File: src/hw/rtl/plil_pkg.sv
// Shared types, sizes and status codes for the positional list core.
// No dependencies; every other file in hw/rtl refers to it by scoped names.
`timescale 1ns / 1ps

package plil_pkg;

  localparam int CAPACITY   = 16;
  localparam int DATA_WIDTH = 32;

  localparam int IDX_W = (CAPACITY > 1) ? $clog2(CAPACITY) : 1;
  localparam int CNT_W = $clog2(CAPACITY + 1);
  localparam int POS_W = 5;
  localparam int VAL_W = 32;
  localparam int EXT_W = ((CNT_W > POS_W) ? CNT_W : POS_W) + 1;

  typedef enum logic [1:0] {
    ST_OK      = 2'd0,
    ST_BAD_POS = 2'd1,
    ST_EMPTY   = 2'd2,
    ST_FULL    = 2'd3
  } status_t;

  typedef struct packed {
    logic             ins;
    logic             del;
    logic [IDX_W-1:0] idx;
  } cmd_t;

  function automatic logic [DATA_WIDTH-1:0] to_store(input logic signed [VAL_W-1:0] v);
    return DATA_WIDTH'(v);
  endfunction

  function automatic logic [VAL_W-1:0] to_port(input logic signed [DATA_WIDTH-1:0] v);
    return VAL_W'(v);
  endfunction

endpackage

File: src/hw/rtl/positional_list_insert_delete_core.sv
// Channel  | Dir | tdata (low bit up)                        | tuser (low bit up)
// in_      | in  | position[4:0], value[36:5], zero pad to 40 | action[0], at_end[1]
// out_     | out | removed_value[31:0], entry_count[36:32]    | status[1:0]
//
// One item per cycle while each result is taken; its result is registered and shows in the cycle after the transfer.
// Every entry sits in its own cell; on insert or delete each entry at or after the position moves one place.
// Reset clears the entry count and the output valid only; entry contents stay undefined until written.
// A stalled result holds the input side until it is taken.
//
// Top level: instantiates plil_ctrl and a row of plil_cell; depends on plil_pkg.
`timescale 1ns / 1ps

module positional_list_insert_delete_core (
  input  logic        clk,
  input  logic        rst_n,
  input  logic        in_tvalid,
  output logic        in_tready,
  input  logic [39:0] in_tdata,   // position[4:0], value[36:5], zero pad
  input  logic [1:0]  in_tuser,   // action[0], at_end[1]
  output logic        out_tvalid,
  input  logic        out_tready,
  output logic [39:0] out_tdata,  // removed_value[31:0], entry_count[36:32], zero pad
  output logic [1:0]  out_tuser   // status[1:0]
);

  localparam int DW = plil_pkg::DATA_WIDTH;
  localparam int CN = plil_pkg::CAPACITY;

  logic                           accept;
  logic                           action;
  logic                           at_end;
  logic [plil_pkg::POS_W-1:0]     position;
  logic signed [plil_pkg::VAL_W-1:0] in_value;
  plil_pkg::cmd_t                 cmd;
  plil_pkg::status_t              status;
  logic [plil_pkg::CNT_W-1:0]     count_nxt;
  logic [DW-1:0]                  new_value;
  logic [DW-1:0]                  cell_val [CN];
  logic [plil_pkg::VAL_W-1:0]     removed;

  logic                           out_tvalid_r;
  plil_pkg::status_t              status_r;
  logic [plil_pkg::VAL_W-1:0]     removed_r;
  logic [plil_pkg::CNT_W-1:0]     count_out_r;

  assign action    = in_tuser[0];
  assign at_end    = in_tuser[1];
  assign position  = in_tdata[4:0];
  assign in_value  = in_tdata[36:5];
  assign in_tready = !out_tvalid_r || out_tready;
  assign accept    = in_tvalid && in_tready;
  assign new_value = plil_pkg::to_store(in_value);

  plil_ctrl u_ctrl (
    .clk       (clk),
    .rst_n     (rst_n),
    .accept    (accept),
    .action    (action),
    .at_end    (at_end),
    .position  (position),
    .cmd       (cmd),
    .status    (status),
    .count_nxt (count_nxt)
  );

  for (genvar g = 0; g < CN; g++) begin : g_cell
    logic [DW-1:0] prev_v;
    logic [DW-1:0] next_v;
    if (g == 0) begin : g_first
      assign prev_v = new_value;
    end else begin : g_mid
      assign prev_v = cell_val[g-1];
    end
    if (g == CN - 1) begin : g_last
      assign next_v = cell_val[g];
    end else begin : g_inner
      assign next_v = cell_val[g+1];
    end
    plil_cell u_cell (
      .clk        (clk),
      .cell_idx   (plil_pkg::IDX_W'(g)),
      .cmd        (cmd),
      .new_value  (new_value),
      .prev_value (prev_v),
      .next_value (next_v),
      .value      (cell_val[g])
    );
  end

  assign removed = (action && status == plil_pkg::ST_OK) ?
                   plil_pkg::to_port(cell_val[cmd.idx]) : '0;

  always_ff @(posedge clk) begin
    if (!rst_n) begin
      out_tvalid_r <= 1'b0;
    end else if (in_tready) begin
      out_tvalid_r <= in_tvalid;
    end
  end

  always_ff @(posedge clk) begin
    if (accept) begin
      status_r    <= status;
      removed_r   <= removed;
      count_out_r <= count_nxt;
    end
  end

  assign out_tvalid = out_tvalid_r;
  assign out_tuser  = status_r;
  assign out_tdata  = {3'b000, count_out_r, removed_r};

`ifndef SYNTHESIS
  a_count_cap: assert property (@(posedge clk) disable iff (!rst_n)
    out_tvalid |-> count_out_r <= plil_pkg::CNT_W'(CN))
    else $error("entry count above capacity");

  a_full_count: assert property (@(posedge clk) disable iff (!rst_n)
    out_tvalid && status_r == plil_pkg::ST_FULL |-> count_out_r == plil_pkg::CNT_W'(CN))
    else $error("full status with count below capacity");

  a_empty_count: assert property (@(posedge clk) disable iff (!rst_n)
    out_tvalid && status_r == plil_pkg::ST_EMPTY |-> count_out_r == '0 && removed_r == '0)
    else $error("empty status with entries or removed value");

  a_bad_removed: assert property (@(posedge clk) disable iff (!rst_n)
    out_tvalid && status_r == plil_pkg::ST_BAD_POS |-> removed_r == '0)
    else $error("bad position returned a value");

  a_ins_count: assert property (@(posedge clk) disable iff (!rst_n)
    cmd.ins |=> out_tvalid && count_out_r == $past(u_ctrl.count_r) + 1'b1)
    else $error("insert did not advance the count");
`endif

endmodule

File: src/hw/rtl/plil_ctrl.sv
// Item decode, range checks and entry count register for the positional list.
// Depends on plil_pkg.
`timescale 1ns / 1ps

module plil_ctrl (
  input  logic                        clk,
  input  logic                        rst_n,
  input  logic                        accept,
  input  logic                        action,
  input  logic                        at_end,
  input  logic [plil_pkg::POS_W-1:0]  position,
  output plil_pkg::cmd_t              cmd,
  output plil_pkg::status_t           status,
  output logic [plil_pkg::CNT_W-1:0]  count_nxt
);

  logic [plil_pkg::CNT_W-1:0] count_r;
  logic [plil_pkg::EXT_W-1:0] cnt_e;
  logic [plil_pkg::EXT_W-1:0] pos_e;
  logic [plil_pkg::EXT_W-1:0] pos_eff;
  logic                       do_ins;
  logic                       do_del;

  assign cnt_e = plil_pkg::EXT_W'(count_r);
  assign pos_e = plil_pkg::EXT_W'(position);

  always_comb begin
    status  = plil_pkg::ST_OK;
    pos_eff = '0;
    do_ins  = 1'b0;
    do_del  = 1'b0;
    if (!action) begin
      if (count_r >= plil_pkg::CNT_W'(plil_pkg::CAPACITY)) begin
        status = plil_pkg::ST_FULL;
      end else begin
        pos_eff = at_end ? cnt_e + 1'b1 : pos_e;
        if (pos_eff == '0 || pos_eff > cnt_e + 1'b1) begin
          status = plil_pkg::ST_BAD_POS;
        end else begin
          do_ins = 1'b1;
        end
      end
    end else begin
      if (count_r == '0) begin
        status = plil_pkg::ST_EMPTY;
      end else begin
        pos_eff = at_end ? cnt_e : pos_e;
        if (pos_eff == '0 || pos_eff > cnt_e) begin
          status = plil_pkg::ST_BAD_POS;
        end else begin
          do_del = 1'b1;
        end
      end
    end
  end

  always_comb begin
    cmd.ins = accept & do_ins;
    cmd.del = accept & do_del;
    cmd.idx = plil_pkg::IDX_W'(pos_eff - 1'b1);
    if (do_ins) begin
      count_nxt = count_r + 1'b1;
    end else if (do_del) begin
      count_nxt = count_r - 1'b1;
    end else begin
      count_nxt = count_r;
    end
  end

  always_ff @(posedge clk) begin
    if (!rst_n) begin
      count_r <= '0;
    end else if (accept) begin
      count_r <= count_nxt;
    end
  end

endmodule

File: src/hw/rtl/plil_cell.sv
// One list entry: holds its value, takes the new value or a neighbour's on insert, and a neighbour's on delete.
// Depends on plil_pkg.
`timescale 1ns / 1ps

module plil_cell (
  input  logic                             clk,
  input  logic [plil_pkg::IDX_W-1:0]       cell_idx,
  input  plil_pkg::cmd_t                   cmd,
  input  logic [plil_pkg::DATA_WIDTH-1:0]  new_value,
  input  logic [plil_pkg::DATA_WIDTH-1:0]  prev_value,
  input  logic [plil_pkg::DATA_WIDTH-1:0]  next_value,
  output logic [plil_pkg::DATA_WIDTH-1:0]  value
);

  logic [plil_pkg::DATA_WIDTH-1:0] value_r;
  logic [plil_pkg::DATA_WIDTH-1:0] value_nxt;

  always_comb begin
    value_nxt = value_r;
    if (cmd.ins) begin
      if (cell_idx == cmd.idx) begin
        value_nxt = new_value;
      end else if (cell_idx > cmd.idx) begin
        value_nxt = prev_value;
      end
    end else if (cmd.del && cell_idx >= cmd.idx) begin
      value_nxt = next_value;
    end
  end

  always_ff @(posedge clk) begin
    value_r <= value_nxt;
  end

  assign value = value_r;

endmodule
File: config.mk
export PLATFORM = sky130hd
export DESIGN_NAME = positional_list_insert_delete_core
export DESIGN_NICKNAME = d
export VERILOG_FILES = /design/src/hw/rtl/plil_pkg.sv /design/src/hw/rtl/positional_list_insert_delete_core.sv /design/src/hw/rtl/plil_ctrl.sv /design/src/hw/rtl/plil_cell.sv
export SDC_FILE = /design/constraint.sdc
export NUM_CORES = 1
export LEC_CHECK = 0
export BUFFER_PORTS_ARGS = -buffer_cell sky130_fd_sc_hd__buf_2
export CORE_AREA = 4 4 329 331
export DETAILED_ROUTE_END_ITERATION = 8
export DIE_AREA = 0 0 333 335
export GPL_TIMING_DRIVEN = 1
export SLEW_MARGIN = 5
export SYNTH_ARGS = -nofsm -noshare
export SYNTH_HDL_FRONTEND = slang
export SYNTH_SLANG_ARGS = --single-unit
File: constraint.sdc
create_clock -name clk -period 7.9 [get_ports clk]
set_input_delay 0.395 -clock clk [delete_from_list [all_inputs] [get_ports clk]]
set_output_delay 0.395 -clock clk [all_outputs]
set_load 0.05 [all_outputs]
==> results.md <==
- HP Start: in_tvalid
- Total Wirelength: around 100 mm
- CTS Buf Count: 60
- Register area: between 15,000 and 20,000 µm²
- Row count: about 120
- Complex-gate fraction of the synthesized area: 0.1363
- Arr. time, crit path: between 5000 and 6000 ps
- Routability cong.: approximately 0.8
- Detailed Routing Iterations Pass 1: 5
- Cell depth of the worst flop-to-flop path: 13
- Status: completed
- Max Fanout on Critical Path: about 110
- Global-route wire length before repair: 150.0 mm
- Netlist cell types: 65
- Fin crit share: 0.7254
- Pint: ~0.0057 W
- Sequential area share after synthesis: 0.5297
- CTS H-Tree Depth: 2
- Hold_ws: 28.67 ps
- Fin crit period: 5730 ps
- Most frequent cells after synthesis: nand2_1 (559), edfxtp_1 (551), nand3_1 (357), o211ai_1 (321), buf_2 (137)
- Max Cap Viol: 0
- Max-slew violation count: 0
- Hold Crit Class: in2reg
- Psw: about 0.0022 W
- Total Routing Usage GR: 0.1725
- Synth async-reset ratio: 0
- Met2 Use GR: 0.2641
- Gate count after technology mapping: 2,743
- Sequential power share: 0.442
- Initial antenna violation count: 12
- Synth area leader: edfxtp_1
- Reg2reg end: g_cell[1].u_cell.value[30]
- Sw Share: 0.2826
- Met3 Usage GRT: 0.03993
- Multi-input gate area: around 14,000 µm²
- Setup Viol. Count Final: 0
- Top cells by area, synth: edfxtp_1 (53%), mux4_2 (9.2%), o211ai_1 (7.7%)
- Worst EP required: ~8000 ps
- Synth warn: 0
- Mux cell area share after synthesis: 0.1360
- Max Clock Freq: approximately 170 MHz
- Initial Utilization: 0.2993
- Clk sinks: 557
- Largest family of logic cells by synthesized area: simple AND/OR/NAND/NOR gates
- Remaining global-route overflow: 0
- Die width: about 330 µm
- Synth Area in XOR/XNOR: 0.004851
- Sum Neg Setup Slack: 0 ps
- Layout cells sized above 1: 0.1670
- CTS clk-pin slew, worst paths: ~70 ps
- Worst Skew: slightly above 60 ps
- Clock Power Share: 0.386
- DIE HEIGHT: roughly 340 µm
- Post-synth top area share: 0.5259
- Io pins: 90
- Largest stage delay, worst path: around 810 ps
- Count leader, synth: nand2_1
- Vias in the first global route: 22,903
- Combinational Power Share: 0.171
- Vias/cell: 5.748
- Clk_lat worst skew: 670 ps
- Core ar.: ~110,000 µm²
- Cts hold-fix bufs: 0
- Largest net degree at the start of global routing: around 210
- DR WL/cell: about 24 µm
- Synthesized area per cell: about 11 µm²
- Fill cells: ~11,000
- Most Crowded Layer GR: met2
- EDFF count, synth: 551
- Worst-Margin Slew: 1188 ps
- Clock Tree Buf Depth: 3
- Power per cell area: roughly 230 nW/µm²
- Iteration-0 DRC Markers: about 3,000
- Area Overhead vs Synth: 11.55%
- Worst Setup Path Type: reg2reg
- Hold Path Depth: 3
- Simple-Gate Fraction of Synth Area: 0.1418
- Crit Reg-Reg Startpoint: u_ctrl.count_r[0]
- PostCTS Resize Cnt: 0
- Top_reg_cell synth: edfxtp_1
- RSZ-0062 raised after global routing: no
- Via count: roughly 24,000
- CP Cell Sequence: inv_1 > ha_1 > or4b_1 > nand2_1 > o21ai_4 > inv_2 > buf_4 > ha_1 > xnor2_2 > buf_12 > nand2_1 > nor3_2 > buf_4
- Area of the die: ~110,000 µm²
- Worst reg-to-reg setup slack: around 2200 ps
- Adder-Cell Fraction of Synth Area: 0.006363
- Fin. Hold Viols: 0
- Nets: roughly 2,700
- CP endpoint kind: register
- GRT met1 Usage: 0.2437
- #FFs+latches synth: around 560
- CTS root buffer: clkbuf_16
- PortBufs: 83
- Post-CTS Setup Bufs: 0
- Max_slew headroom: 0.2064
- Final HPWL DP: between 50 and 60 mm
- DRC Markers: 0
- Post-DRT Antenna Nets: 0
- CTS tree: built
- Leakage Power: roughly 12 nW
- Hold EP: out_tvalid
- CP startpoint kind: register
- Slowest cell on the critical path: nor3_2
- Post-synthesis instance area: about 31,000 µm²
- Peak VDD IR: 0.2206 mV
-- critical path: cells and delay by family (launching register included) --
kind,cells,cell delay [ps]
simple gates,4,1850
buf+inv,5,1970
compound gates,1,120
fa+ha+maj,2,730
flops,1,440
xor+xnor,1,190
-- sequential cells by signal (all words and copies together), names as in the netlist --
register	cells
g_cell.u_cell.value	512
out_tuser	2
out_tvalid	1
count_out_r	5
u_ctrl.count_r	5
removed_r	32
-- routing by layer --
layer | vias to the layer above | share of wire | wire length, µm
met3 | 184 | 0.093 | 9268
met2 | 1122 | 0.45 | 44790
met1 | 11851 | 0.43 | 42680
li1 | 10467 | - | -
met4 | 2 | 0.029 | 2911
met5 | - | 0.000070 | 7
-- worst max-delay path by stage --
stage / from / to / slack (ps) / cells past startpoint
2_1_floorplan: u_ctrl.count_r[0] / g_cell[5].u_cell.value[0] / 1700 / 17
3_3_place_gp: u_ctrl.count_r[0] / g_cell[1].u_cell.value[18] / 2290 / 13
3_5_place_dp: u_ctrl.count_r[0] / g_cell[1].u_cell.value[19] / 2230 / 13
4_1_cts: u_ctrl.count_r[0] / g_cell[1].u_cell.value[30] / 2170 / 13
5_1_grt: u_ctrl.count_r[0] / g_cell[1].u_cell.value[30] / 1800 / 13
6_report: u_ctrl.count_r[0] / g_cell[1].u_cell.value[30] / 2170 / 13
-- stage by stage --
step                total power, W  utilization  cells  cell area [µm²]  worst slack [ps]
floorplan                 0.004505            -   2745            31470              1697
global placement          0.004878       0.3140   3995            33010              2289
detailed placement        0.004903       0.3140   3995            33010              2230
CTS                       0.007963       0.3337   4103            35080              2172
global route              0.008194       0.3337   4104            35080              1804
finish                    0.007907       0.3339   4110            35100              2170
-- cells in the final DEF (no fill, tap or decap), types with 15 or more instances in the layout --
master,n
ha_1,16
o211ai_2,32
nand3_1,355
clkbuf_16,60
mux4_2,128
buf_2,83
o211ai_1,321
a21oi_1,43
edfxtp_1,551
buf_4,46
o21ai_0,72
mux2i_1,98
mux2_2,15
a22oi_1,65
nor2_1,45
mux2_1,22
nand2_1,559
-- power by group through the flow --
stage	Clock [W]	Sequential [W]	Combinational [W]
finish	0.00306	0.00350	0.00135
global route	0.00323	0.00351	0.00145
CTS	0.00312	0.00350	0.00135
detailed placement	0	0.00356	0.00134
global placement	0	0.00356	0.00132
floorplan	0	0.00358	0.000928
-- area by class of cell --
cell class | instances | share of cell area
Sequential cell | 557 | 0.4748
Tap cell | 1391 | 0.04959
Inverter | 15 | 0.001818
Timing Repair Buffer | 137 | 0.02624
Clock buffer | 69 | 0.04374
Clock inverter | 39 | 0.01519
Antenna cell | 7 | 0.0004991
Multi-Input combinational cell | 1895 | 0.3881
-- cells by family (layout without fill, tap and decap cells) --
family	Yosys count	count (layout)
compound gates	578	578
xor+xnor	14	14
fa+ha+maj	16	16
buf+inv	293	260
flops	557	557
mux	263	263
other cells	1	10
simple gates	1021	1021
(Power assumes the default switching activity.)
